===== src/uts_pkg.sv =====
// ----------------------------------------------------------------------------
// uts_pkg
// Shared types, codes and mapping functions of the UTF-8 text sanitizer.
// ----------------------------------------------------------------------------
package uts_pkg;

  localparam int UTS_MAX_OUT     = 3;
  localparam int UTS_QUEUE_DEPTH = 2;

  localparam logic [7:0] LEAD_HEBREW  = 8'hD7;
  localparam logic [7:0] LEAD_LATIN_A = 8'hC2;
  localparam logic [7:0] LEAD_LATIN_B = 8'hC3;
  localparam logic [7:0] LEAD_PUNCT   = 8'hE2;
  localparam logic [7:0] PUNCT_MID    = 8'h80;

  localparam logic [7:0] HEB_LO       = 8'h90;
  localparam logic [7:0] HEB_HI       = 8'hAA;
  localparam logic [7:0] NBSP_LO      = 8'hA0;
  localparam logic [7:0] GUIL_LEFT    = 8'hAB;
  localparam logic [7:0] GUIL_RIGHT   = 8'hBB;
  localparam logic [7:0] ELLIPSIS_LO  = 8'hA6;

  localparam logic [7:0] CH_TAB       = 8'h09;
  localparam logic [7:0] CH_LF        = 8'h0A;
  localparam logic [7:0] CH_SPACE     = 8'h20;
  localparam logic [7:0] CH_TILDE     = 8'h7E;
  localparam logic [7:0] CH_DQUOTE    = 8'h22;
  localparam logic [7:0] CH_SQUOTE    = 8'h27;
  localparam logic [7:0] CH_DASH      = 8'h2D;
  localparam logic [7:0] CH_DOT       = 8'h2E;

  localparam logic [1:0] HOLD_NONE    = 2'd0;
  localparam logic [1:0] HOLD_LEAD    = 2'd1;
  localparam logic [1:0] HOLD_PAIR    = 2'd2;

  typedef struct packed {
    logic [1:0]                   count;
    logic [UTS_MAX_OUT-1:0][7:0]  chars;
  } job_t;

  typedef struct packed {
    logic full;
    logic empty;
  } q_stat_t;

  function automatic logic is_lead(input logic [7:0] c);
    return c == LEAD_HEBREW || c == LEAD_LATIN_A || c == LEAD_LATIN_B || c == LEAD_PUNCT;
  endfunction

  function automatic logic in_rng(input logic [7:0] c, input logic [7:0] lo,
                                  input logic [7:0] hi);
    return c >= lo && c <= hi;
  endfunction

  function automatic job_t one_char(input logic [7:0] c);
    job_t j;
    j          = '0;
    j.count    = 2'd1;
    j.chars[0] = c;
    return j;
  endfunction

  function automatic job_t plain_job(input logic [7:0] c);
    job_t j;
    j = '0;
    if (in_rng(c, CH_SPACE, CH_TILDE) || c == CH_LF) begin
      j = one_char(c);
    end else if (c == CH_TAB) begin
      j.count    = 2'd2;
      j.chars[0] = CH_SPACE;
      j.chars[1] = CH_SPACE;
    end
    return j;
  endfunction

  function automatic job_t pair_job(input logic [7:0] lead, input logic [7:0] c);
    job_t j;
    j = '0;
    if (lead == LEAD_HEBREW) begin
      if (in_rng(c, HEB_LO, HEB_HI)) begin
        j.count    = 2'd2;
        j.chars[0] = lead;
        j.chars[1] = c;
      end
    end else if (lead == LEAD_LATIN_A) begin
      if (c == NBSP_LO) j = one_char(CH_SPACE);
      else if (c == GUIL_LEFT || c == GUIL_RIGHT) j = one_char(CH_DQUOTE);
    end else if (lead == LEAD_LATIN_B) begin
      if (in_rng(c, 8'h80, 8'h85)) j = one_char("A");
      else if (in_rng(c, 8'hA0, 8'hA5)) j = one_char("a");
      else if (in_rng(c, 8'h88, 8'h8B)) j = one_char("E");
      else if (in_rng(c, 8'hA8, 8'hAB)) j = one_char("e");
      else if (in_rng(c, 8'h8C, 8'h8F)) j = one_char("I");
      else if (in_rng(c, 8'hAC, 8'hAF)) j = one_char("i");
      else if (in_rng(c, 8'h92, 8'h96)) j = one_char("O");
      else if (in_rng(c, 8'hB2, 8'hB6)) j = one_char("o");
      else if (in_rng(c, 8'h99, 8'h9C)) j = one_char("U");
      else if (in_rng(c, 8'hB9, 8'hBC)) j = one_char("u");
    end
    return j;
  endfunction

  function automatic job_t triple_job(input logic [7:0] c);
    job_t j;
    j = '0;
    if (c == 8'h98 || c == 8'h99) j = one_char(CH_SQUOTE);
    else if (c == 8'h9C || c == 8'h9D) j = one_char(CH_DQUOTE);
    else if (c == 8'h93 || c == 8'h94) j = one_char(CH_DASH);
    else if (c == ELLIPSIS_LO) begin
      j.count    = 2'd3;
      j.chars[0] = CH_DOT;
      j.chars[1] = CH_DOT;
      j.chars[2] = CH_DOT;
    end
    return j;
  endfunction

endpackage


===== src/uts_if.sv =====
// ----------------------------------------------------------------------------
// uts_if
// Valid/ready channels for raw input bytes and cleaned output bytes.
// ----------------------------------------------------------------------------
interface uts_in_if;
  logic       valid;
  logic       ready;
  logic [7:0] in_byte;
  logic       end_of_text;

  modport source (output valid, output in_byte, output end_of_text, input ready);
  modport sink   (input valid, input in_byte, input end_of_text, output ready);
endinterface

interface uts_out_if;
  logic       valid;
  logic       ready;
  logic [7:0] out_char;
  logic       run_last;

  modport source (output valid, output out_char, output run_last, input ready);
  modport sink   (input valid, input out_char, input run_last, output ready);
endinterface


===== src/uts_front.sv =====
// ----------------------------------------------------------------------------
// uts_front
// Accepts input beats, tracks held lead bytes and classifies each byte into
// a job of zero to three output characters.
// ----------------------------------------------------------------------------
module uts_front
  import uts_pkg::*;
(
  input  logic    clk,
  input  logic    rst,
  uts_in_if.sink  in_bytes,
  input  q_stat_t q_stat,
  output logic    push,
  output job_t    push_job
);

  logic [7:0] held_first, held_first_next;
  logic [1:0] held_count, held_count_next;
  logic       accept;
  logic       use_plain;
  job_t       job;
  job_t       pj;
  job_t       tj;

  assign in_bytes.ready = !q_stat.full;
  assign accept         = in_bytes.valid && in_bytes.ready;

  always_comb begin
    job             = '0;
    held_first_next = held_first;
    held_count_next = HOLD_NONE;
    use_plain       = 1'b0;
    pj              = pair_job(held_first, in_bytes.in_byte);
    tj              = triple_job(in_bytes.in_byte);
    case (held_count)
      HOLD_LEAD: begin
        if (held_first == LEAD_PUNCT) begin
          if (in_bytes.in_byte == PUNCT_MID && !in_bytes.end_of_text) begin
            held_count_next = HOLD_PAIR;
          end else begin
            use_plain = 1'b1;
          end
        end else if (pj.count != 2'd0) begin
          job = pj;
        end else begin
          use_plain = 1'b1;
        end
      end
      HOLD_PAIR: begin
        if (tj.count != 2'd0) job = tj;
        else use_plain = 1'b1;
      end
      default: use_plain = 1'b1;
    endcase
    if (use_plain) begin
      if (is_lead(in_bytes.in_byte)) begin
        held_first_next = in_bytes.in_byte;
        held_count_next = HOLD_LEAD;
      end else begin
        job = plain_job(in_bytes.in_byte);
      end
    end
    if (in_bytes.end_of_text) held_count_next = HOLD_NONE;
  end

  always_ff @(posedge clk) begin
    if (rst) begin
      held_count <= HOLD_NONE;
      held_first <= '0;
    end else if (accept) begin
      held_count <= held_count_next;
      held_first <= held_first_next;
    end
  end

  assign push     = accept && (job.count != 2'd0);
  assign push_job = job;

endmodule


===== src/uts_queue.sv =====
// ----------------------------------------------------------------------------
// uts_queue
// Short job queue between classifier and emitter.
// ----------------------------------------------------------------------------
module uts_queue
  import uts_pkg::*;
#(
  parameter int DEPTH = UTS_QUEUE_DEPTH
)
(
  input  logic    clk,
  input  logic    rst,
  input  logic    push,
  input  job_t    push_job,
  input  logic    pop,
  output job_t    head,
  output q_stat_t q_stat
);

  localparam int AW = (DEPTH > 1) ? $clog2(DEPTH) : 1;
  localparam int CW = $clog2(DEPTH + 1);

  job_t          mem [DEPTH];
  logic [AW-1:0] wr_ptr;
  logic [AW-1:0] rd_ptr;
  logic [CW-1:0] count;

  always_ff @(posedge clk) begin
    if (push) mem[wr_ptr] <= push_job;
  end

  always_ff @(posedge clk) begin
    if (rst) begin
      wr_ptr <= '0;
      rd_ptr <= '0;
      count  <= '0;
    end else begin
      if (push) wr_ptr <= (wr_ptr == AW'(DEPTH - 1)) ? '0 : wr_ptr + 1'b1;
      if (pop)  rd_ptr <= (rd_ptr == AW'(DEPTH - 1)) ? '0 : rd_ptr + 1'b1;
      if (push && !pop)      count <= count + 1'b1;
      else if (pop && !push) count <= count - 1'b1;
    end
  end

  assign head         = mem[rd_ptr];
  assign q_stat.full  = (count == CW'(DEPTH));
  assign q_stat.empty = (count == '0);

endmodule


===== src/uts_back.sv =====
// ----------------------------------------------------------------------------
// uts_back
// Emits the characters of each queued job, one beat per cycle while the
// output is ready, through an output register.
// ----------------------------------------------------------------------------
module uts_back
  import uts_pkg::*;
(
  input  logic     clk,
  input  logic     rst,
  input  job_t     head,
  input  q_stat_t  q_stat,
  output logic     pop,
  uts_out_if.source out_chars
);

  logic [1:0] idx;
  logic       load;
  logic       is_last;

  assign load    = (!out_chars.valid || out_chars.ready) && !q_stat.empty;
  assign is_last = (idx == head.count - 2'd1);
  assign pop     = load && is_last;

  always_ff @(posedge clk) begin
    if (rst) begin
      out_chars.valid <= 1'b0;
      idx             <= '0;
    end else begin
      if (load) begin
        out_chars.valid <= 1'b1;
        idx             <= is_last ? 2'd0 : idx + 2'd1;
      end else if (out_chars.ready) begin
        out_chars.valid <= 1'b0;
      end
    end
  end

  always_ff @(posedge clk) begin
    if (load) begin
      out_chars.out_char <= head.chars[idx];
      out_chars.run_last <= is_last;
    end
  end

endmodule


===== src/utf8_text_sanitizer_top.sv =====
// ----------------------------------------------------------------------------
// utf8_text_sanitizer_top
// Streaming UTF-8 clean-up filter: maps known multi-byte sequences to ASCII,
// passes Hebrew letters and LF, expands tabs, drops other unprintable bytes.
// ----------------------------------------------------------------------------
// One input byte is taken per cycle while the job queue has room; a byte
// that expands to two or three characters (tab, Hebrew letter, ellipsis)
// takes one output beat per character, and the input stalls once the
// queue of QUEUE_DEPTH jobs fills. Bytes that produce nothing never occupy
// the output. An input beat's job is registered in the queue, and its first
// character then in the output register.
module utf8_text_sanitizer_top
  import uts_pkg::*;
#(
  parameter int QUEUE_DEPTH = UTS_QUEUE_DEPTH
)
(
  input  logic       clk,
  input  logic       rst,
  uts_in_if.sink     in_bytes,
  uts_out_if.source  out_chars
);

  q_stat_t q_stat;
  logic    push;
  logic    pop;
  job_t    push_job;
  job_t    head;

  uts_front u_front (
    .clk      (clk),
    .rst      (rst),
    .in_bytes (in_bytes),
    .q_stat   (q_stat),
    .push     (push),
    .push_job (push_job)
  );

  uts_queue #(
    .DEPTH (QUEUE_DEPTH)
  ) u_queue (
    .clk      (clk),
    .rst      (rst),
    .push     (push),
    .push_job (push_job),
    .pop      (pop),
    .head     (head),
    .q_stat   (q_stat)
  );

  uts_back u_back (
    .clk       (clk),
    .rst       (rst),
    .head      (head),
    .q_stat    (q_stat),
    .pop       (pop),
    .out_chars (out_chars)
  );

  a_no_overflow: assert property (@(posedge clk) disable iff (rst)
    push |-> !q_stat.full)
    else $error("job pushed into full queue");

  a_no_underflow: assert property (@(posedge clk) disable iff (rst)
    pop |-> !q_stat.empty)
    else $error("job popped from empty queue");

  a_job_nonempty: assert property (@(posedge clk) disable iff (rst)
    push |-> push_job.count != 2'd0 && push_job.count <= 2'd3)
    else $error("empty job queued");

  a_pop_last_beat: assert property (@(posedge clk) disable iff (rst)
    pop |=> out_chars.valid && out_chars.run_last)
    else $error("job retired without last beat");

endmodule


===== src/flat_wrapper.sv =====
// flat-port wrapper written by rule: the top's interface ports become plain ports
module utf8_text_sanitizer_top_flat import uts_pkg::*;
#(
  parameter int QUEUE_DEPTH = UTS_QUEUE_DEPTH
)
  (clk, rst, in_bytes_valid, in_bytes_in_byte, in_bytes_end_of_text, in_bytes_ready, out_chars_valid, out_chars_out_char, out_chars_run_last, out_chars_ready);
  uts_in_if in_bytes_i ();
  uts_out_if out_chars_i ();
  input  logic clk;
  input  logic rst;
  input wire logic [$bits(in_bytes_i.valid)-1:0] in_bytes_valid;
  input wire logic [$bits(in_bytes_i.in_byte)-1:0] in_bytes_in_byte;
  input wire logic [$bits(in_bytes_i.end_of_text)-1:0] in_bytes_end_of_text;
  output wire logic [$bits(in_bytes_i.ready)-1:0] in_bytes_ready;
  output wire logic [$bits(out_chars_i.valid)-1:0] out_chars_valid;
  output wire logic [$bits(out_chars_i.out_char)-1:0] out_chars_out_char;
  output wire logic [$bits(out_chars_i.run_last)-1:0] out_chars_run_last;
  input wire logic [$bits(out_chars_i.ready)-1:0] out_chars_ready;
  assign in_bytes_i.valid = in_bytes_valid;
  assign in_bytes_i.in_byte = in_bytes_in_byte;
  assign in_bytes_i.end_of_text = in_bytes_end_of_text;
  assign in_bytes_ready = in_bytes_i.ready;
  assign out_chars_valid = out_chars_i.valid;
  assign out_chars_out_char = out_chars_i.out_char;
  assign out_chars_run_last = out_chars_i.run_last;
  assign out_chars_i.ready = out_chars_ready;
  utf8_text_sanitizer_top #(.QUEUE_DEPTH(QUEUE_DEPTH)) u_core (.clk(clk), .rst(rst), .in_bytes(in_bytes_i), .out_chars(out_chars_i));
endmodule

===== config.mk =====
export PLATFORM = sky130hd
export DESIGN_NAME = utf8_text_sanitizer_top_flat
export DESIGN_NICKNAME = d
export VERILOG_FILES = /design/src/uts_pkg.sv /design/src/uts_if.sv /design/src/uts_front.sv /design/src/uts_queue.sv /design/src/uts_back.sv /design/src/utf8_text_sanitizer_top.sv /design/src/flat_wrapper.sv
export SDC_FILE = /design/constraint.sdc
export NUM_CORES = 1
export LEC_CHECK = 0
export ABC_CLOCK_PERIOD_IN_PS = 5800
export BUFFER_PORTS_ARGS = -buffer_cell sky130_fd_sc_hd__buf_2
export CORE_ASPECT_RATIO = 0.8
export CORE_MARGIN = 5
export CORE_UTILIZATION = 55
export DETAILED_ROUTE_END_ITERATION = 6
export GPL_TIMING_DRIVEN = 0
export PLACE_DENSITY = 0.74
export SYNTH_ARGS = -nofsm -noshare
export SYNTH_HDL_FRONTEND = slang
export SYNTH_SLANG_ARGS = --single-unit

===== constraint.sdc =====
create_clock -name clk -period 5.8 [get_ports clk]
set_input_delay 0.87 -clock clk [delete_from_list [all_inputs] [get_ports clk]]
set_output_delay 0.87 -clock clk [all_outputs]
set_load 0.005 [all_outputs]

---- Word-level counts from Yosys, hierarchy flattened ----
Memories as Yosys holds them, arrays and structs flattened. A register that Yosys moved wholly into a read port is not among the register bits.
Index checks and enable logic that the tools add are counted.
operators by class
  $lt $le $gt $ge ......................... 25
  equal/unequal tests ..................... 25
  multiplexer cells ....................... 57
  reductions and logical operators ........ 41
  $add $sub $neg .......................... 6
operator list
  operator                                                                          count
  26-bit 2-to-1 mux                                                                 20
  8-bit == test, second input constant                                              19
  8-bit >= comparator, second input constant                                        11
  8-bit less-or-equal comparator, second input constant                             11
  25-bit 2-to-1 mux                                                                 3
  26-bit one-hot mux with 2 select lines                                            1
  16-bit 2-to-1 mux                                                                 2
  14-bit 2-to-1 mux                                                                 2
  2-bit 2-to-1 mux                                                                  13
  1-bit logical AND                                                                 19
  8-bit binary-select mux with 2-bit select                                         1
  8-bit by 4-bit == test with 1-bit output, second input constant                   2
  8-bit 2-to-1 mux                                                                  2
  1-bit 2-to-1 mux                                                                  12
  2-bit nonzero test                                                                5
  1-bit logical OR                                                                  9
  8-bit by 6-bit >= comparator with 1-bit output, second input constant             1
  8-bit by 7-bit less-or-equal comparator with 1-bit output, second input constant  1
  1-bit logical NOT                                                                 6
  2-bit by 1-bit adder with 2-bit output, second input constant                     2
  2-bit == test, second input constant                                              2
  2-bit by 1-bit subtractor with 2-bit output, second input constant                2
  2-bit by 3-bit less-than comparator with 1-bit output, second input constant      1
  3-bit AND reduction                                                               1
  other kinds (5)                                                                   6
storage, ports and cells
  memories kept ........................... 1
  input port bits ......................... 13
  bits in writable memories ............... 52
  register bits after elaboration ......... 26
  logic and storage cells ................. 164
memory list
  name                words  width  read ports  clocked after memory_dff  wr ports  line             source
  u_core.u_queue.mem  2      26     1           1                         1         uts_queue.sv:23  job_t mem [DEPTH];

---- Longest topological paths before layout ----
  word-level depth ........................ 27
  mapped depth ............................ 13
  depth with buffers taken out ............ 12

---- Cells and area by module ----
A second synthesis with hierarchy kept.
second synthesis, totals
  cell total of the unflattened synthesis .. 372
  area total of the unflattened synthesis .. 4,126.5 um2
modules (own cells, without submodules)
  module     instances  area an instance (um2)  cells an instance
  uts_queue  1          2,082.0                 103
  uts_front  1          1,411.4                 210
  uts_back   1          633.1                   59

---- Least setup slack after synthesis ----
Ideal clock, no wire load.
  path type ............................... input to register
  start point ............................. input in_bytes_in_byte[6]
  end point ............................... memory u_core.u_queue.mem[0][0] (netlist name), enable pin
  setup slack ............................. 1.606 ns
  data arrival time ....................... 3.776 ns
  stages .................................. 8
  data required time ...................... 5.381 ns
  buffers on the path ..................... 1
  path through ............................ clkbuf_8 nor4b_1 nand3_1 or3_1 and3_4 a311oi_4 a2bb2oi_2 nor3_1
on the way
  cells in the longest elaborated chain, start to end .. 25
ends and longest elaborated chain
  element                                                                       line                source
  start, declared                                                               flat_wrapper.sv:12  input wire logic [$bits(in_bytes_i.in_byte)-1:0] in_bytes_in_byte;
  8-bit >= comparator / 8-bit less-or-equal comparator (equally long branches)  uts_pkg.sv:52       return c >= lo && c <= hi;
  1-bit logical AND                                                             uts_pkg.sv:52
  25-bit 2-to-1 mux                                                             uts_pkg.sv:98       else if (in_rng(c, 8'hB9, 8'hBC)) j = one_char("u");
  26-bit 2-to-1 mux                                                             uts_pkg.sv:97       else if (in_rng(c, 8'h99, 8'h9C)) j = one_char("U");
  26-bit 2-to-1 mux                                                             uts_pkg.sv:96       else if (in_rng(c, 8'hB2, 8'hB6)) j = one_char("o");
  26-bit 2-to-1 mux                                                             uts_pkg.sv:95       else if (in_rng(c, 8'h92, 8'h96)) j = one_char("O");
  26-bit 2-to-1 mux                                                             uts_pkg.sv:94       else if (in_rng(c, 8'hAC, 8'hAF)) j = one_char("i");
  26-bit 2-to-1 mux                                                             uts_pkg.sv:93       else if (in_rng(c, 8'h8C, 8'h8F)) j = one_char("I");
  (+9 left out)                                                                 n/a
  26-bit 2-to-1 mux                                                             uts_front.sv:37     if (held_first == LEAD_PUNCT) begin
  26-bit one-hot mux with 2 select lines                                        uts_front.sv:35     case (held_count)
  26-bit 2-to-1 mux                                                             uts_front.sv:56     if (is_lead(in_bytes.in_byte)) begin
  26-bit 2-to-1 mux (*)                                                         uts_front.sv:55     if (use_plain) begin
  2-bit nonzero test (*)                                                        uts_front.sv:76     assign push = accept && (job.count != 2'd0);
  1-bit logical AND (*)                                                         uts_front.sv:76
  1-bit 2-to-1 mux (*)                                                          uts_queue.sv:29     if (push) mem[wr_ptr] <= push_job;
  1-bit 2-to-1 mux (not written as such) (*)                                    uts_queue.sv:29
  end, declared                                                                 uts_queue.sv:23
Mark *: on every way between the ends. The rest lies on a longest branch, timed or not.

---- Worst setup path after layout ----
  start point ............................. input in_bytes_in_byte[6]
  end point ............................... memory u_core.u_queue.mem[0][1] (netlist name), enable pin
Same word-level chain as after synthesis.

==> results.yml <==
synth:
  synthSimpleGateAreaFrac_pct: 21.4
  syn-cell-area_um2: 3570
  synth_cell_types: 70
  synth_mux_area_share_pct: 7.47
  postSynthAreaPerCell_um2: 11.0
  synth_edf_count: 47
  seq_area_frac_synth_pct: 49.6
  synth_warnings: 0
  yosys.area.top_type_share_pct: 39.6
  synth_top_family_by_area: "simple AND/OR/NAND/NOR gates"
  synth_cells: 323
  synth_seq_cells: 65
  synth-adder-area-share_pct: 1.05
  yosys.area.top_type: "edfxtp_1"
  synthXorXnorAreaFrac_pct: 1.23
  yosys-top-cells-area: "edfxtp_1, dfxtp_1, mux4_2"
  ys_async_sr_fraction_pct: 0
  synth_top_flop_cell: "edfxtp_1"
  synth_compound_area_share_pct: 14.1
detailed_routing:
  first_pass_iters: 4
  via_per_inst: 5.99
  drt-total-wl_mm: 7.68
  wl_met1_mm: 3.39
  top_layer: "met4"
  num_vias: 2670
  post-route-drc-count: 0
  antenna_left: 0
  wl_met2_mm: 3.71
  met3_length_um: 461
  drt_first_iter_violations: 192
  wl_per_cell_um: 17.2
timing:
  final_max_slew_viol_count: 0
  clock-skew-final_ns: 0.0129
  setup_tns_ns: 0
  layout_min_cycle_time_ns: 3.84
  worst_pin_slew_ns: 0.886
  hold_violations: 0
  fmax_mhz: 260
  relSlewSlack_pct: 40.5
  timing.final.crit_share_pct: 66.2
  rsz0062_at_grt: "no"
  finalSetupViolCount: 0
power_and_ir_drop:
  total_leakage_power_nw: 1.47
  irDropWorstVdd_mv: 0.235
  powerDensity_nw_per_um2: 329
  power_mw: 1.33
placement:
  port_buffers: 21
  dp_hpwl_mm: 5.61
  place.gp.congestion: 0.908
floorplanning:
  die_area_um2: 8210
  die_y_um: 82.0
  die_w_um: 100
  ios: 24
  fp.coreArea_um2: 6340
  start_util_pct: 56.3
  num_rows: 26
critical_path:
  criticalPathCategory: "in2reg"
  end_kind: "register"
  crit-reg2reg-launch: "u_core.u_front.held_first[1]"
  crit_path_start: "in_bytes_in_byte[6]"
  cp_slowest_stage_delay_ns: 0.70
  critPathMaxFanout: 11
  required_ns: 5.84
  cp.arrival_ns: 3.88
  crit_slowest_cell: "nor3_2"
  cp_top_family: "simple AND/OR/NAND/NOR gates"
  path_cells: "buf_2 > clkbuf_8 > nor4b_1 > nand3_1 > or3_1 > and3_4 > a311oi_4 > a2bb2oi_2 > nor3_2 > buf_6"
  startpoint_type: "input pin"
  cp_num_buf_inv: 3
global_routing:
  grt_usage_pct: 20.2
  first_global_vias: 2549
  antenna_found_initial: 0
  grt_pass1_wl_mm: 12.8
  grt_max_degree: 20
  gr-total-overflow: 0
cells_and_area:
  fillers: 509
  multi_input_area_um2: 1630
  finish.net_count: 373
  seq_area_um2: 1770
  drive_gt1_share_pct: 23.8
  syn2layout_area_growth_pct: 13.3
  antenna_cells: 0
clock_network:
  clock_latency_ns: 0.33
  cts_buffers: 9
  clkTransAtPathRegs_ns: 0.07
  post_cts_resize_count: 0
  holdBufCountCts: 0
  cts_setup_buffers: 0
  htree_levels: 3
  cts_tree: "done"
  clk_path_buf_depth: 2
  root_buffer: "clkbuf_8"
  cts.sinks: 65
flow_run:
  cap_violations: 0
hold_path:
  hold_class: "reg2reg"
  worstHoldStart: "u_core.u_front.held_count[1]"
status:
  status: "finished clean"
-- synthesized netlist by cell type, types with 4 or more instances --
| cell | count |
|---|---|
| edfxtp_1 | 47 |
| nor2_1 | 25 |
| nand2_1 | 24 |
| dfxtp_1 | 18 |
| inv_1 | 15 |
| o21ai_0 | 15 |
| nor2b_1 | 12 |
| a21oi_1 | 11 |
| nand3_1 | 9 |
| mux4_2 | 8 |
| nand2b_1 | 8 |
| buf_2 | 7 |
| nor3_1 | 7 |
| mux2i_1 | 6 |
| clkbuf_1 | 5 |
| nor3b_1 | 5 |
| o21a_1 | 5 |
| and2_2 | 4 |
| buf_1 | 4 |
| nor4_1 | 4 |
| o211ai_1 | 4 |
| or3_1 | 4 |
-- where the power goes --
part           internal (mW)  switching, mW
Sequential             0.573         0.0273
Combinational          0.118          0.151
Clock                  0.288          0.171
Total                  0.979          0.350
-- metrics by stage --
| stage | area (µm²) | hold WS (ns) | instances | setup WS (ns) | utilization (%) |
|---|---|---|---|---|---|
| floorplan | 3570 | 0.446 | 324 | 1.61 | - |
| global placement | 3780 | 0.459 | 429 | 0.474 | 59.6 |
| detailed placement | 3800 | 0.473 | 430 | 1.65 | 59.9 |
| CTS | 4040 | 0.489 | 446 | 1.96 | 63.7 |
| global route | 4040 | 0.504 | 446 | 1.78 | 63.7 |
| finish | 4040 | 0.482 | 446 | 1.96 | 63.7 |
-- cells in the final DEF, fill, tap and decap left out, types with 5 or more instances in the layout --
cell type | synthesis | final
o21ai_0 | 15 | 15
mux2i_1 | 6 | 6
nor2_1 | 25 | 25
edfxtp_1 | 47 | 47
nor3b_1 | 5 | 5
clkbuf_1 | 5 | 6
nor3_1 | 7 | 6
nand2_1 | 24 | 24
nand3_1 | 9 | 9
nand2b_1 | 8 | 8
o21a_1 | 5 | 5
inv_1 | 15 | 15
mux4_2 | 8 | 8
clkbuf_8 | 3 | 12
dfxtp_1 | 18 | 18
a21oi_1 | 11 | 11
nor2b_1 | 12 | 12
buf_2 | 7 | 28
-- layer usage --
layer	vias to the layer above	track usage, %
met5	-	0
met4	0	6.46
met3	15	4.58
met2	101	33.5
met1	1281	26.7
li1	1273	-
-- registers in the layout, summed over array words and instances (netlist names), named ones only --
signal and flops:
u_core.u_front.held_count 2, u_core.u_back.idx 2, u_core.u_front.held_first 8, u_core.u_queue.mem 38, u_core.u_queue.rd_ptr 1, u_core.u_back.out_chars.run_last 1
u_core.u_back.out_chars.valid 1, u_core.u_queue.count 2, u_core.u_queue.wr_ptr 1, u_core.u_back.out_chars.out_char 8
-- cell families after synthesis --
group | Yosys count
other | 1
AND/OR/NAND/NOR | 131
flip-flops | 65
buffers and inverters | 35
XOR/XNOR | 5
multiplexers | 16
adder cells (fa/ha/maj) | 3
AO/OA/AOI/OAI | 67
-- area by class of cell --
| type | instances | share of cell area (%) |
|---|---|---|
| plain buffers | 20 | 3.00 |
| clock buffers | 10 | 3.16 |
| clock inverters | 6 | 2.88 |
| inverters | 15 | 1.39 |
| multi-input cells | 224 | 40.3 |
| flip-flops and latches | 65 | 43.8 |
| well taps | 84 | 2.60 |
| repair buffers | 22 | 2.88 |
-- worst reg2reg max path: stages, from the launching register on --
cell and delay [ns]:
dfxtp_1 0.37, nand4b_4 0.13, nor4_1 0.68, inv_1 0.09, a311o_2 0.47, a311oi_4 0.42
a2bb2oi_2 0.16, nor3_2 0.70, buf_6 0.25
-- path summary, 6_finish.rpt --
check	end	slack, ns	cells after the start
hold reg to reg	u_core.u_front.held_count[1]	0.48	2
setup / recovery	u_core.u_queue.mem[0][1]	1.96	10
setup reg to reg	u_core.u_queue.mem[0][1]	2.25	8
hold / removal	u_core.u_front.held_count[1]	0.48	2
Power figures use the tool's default switching activity.
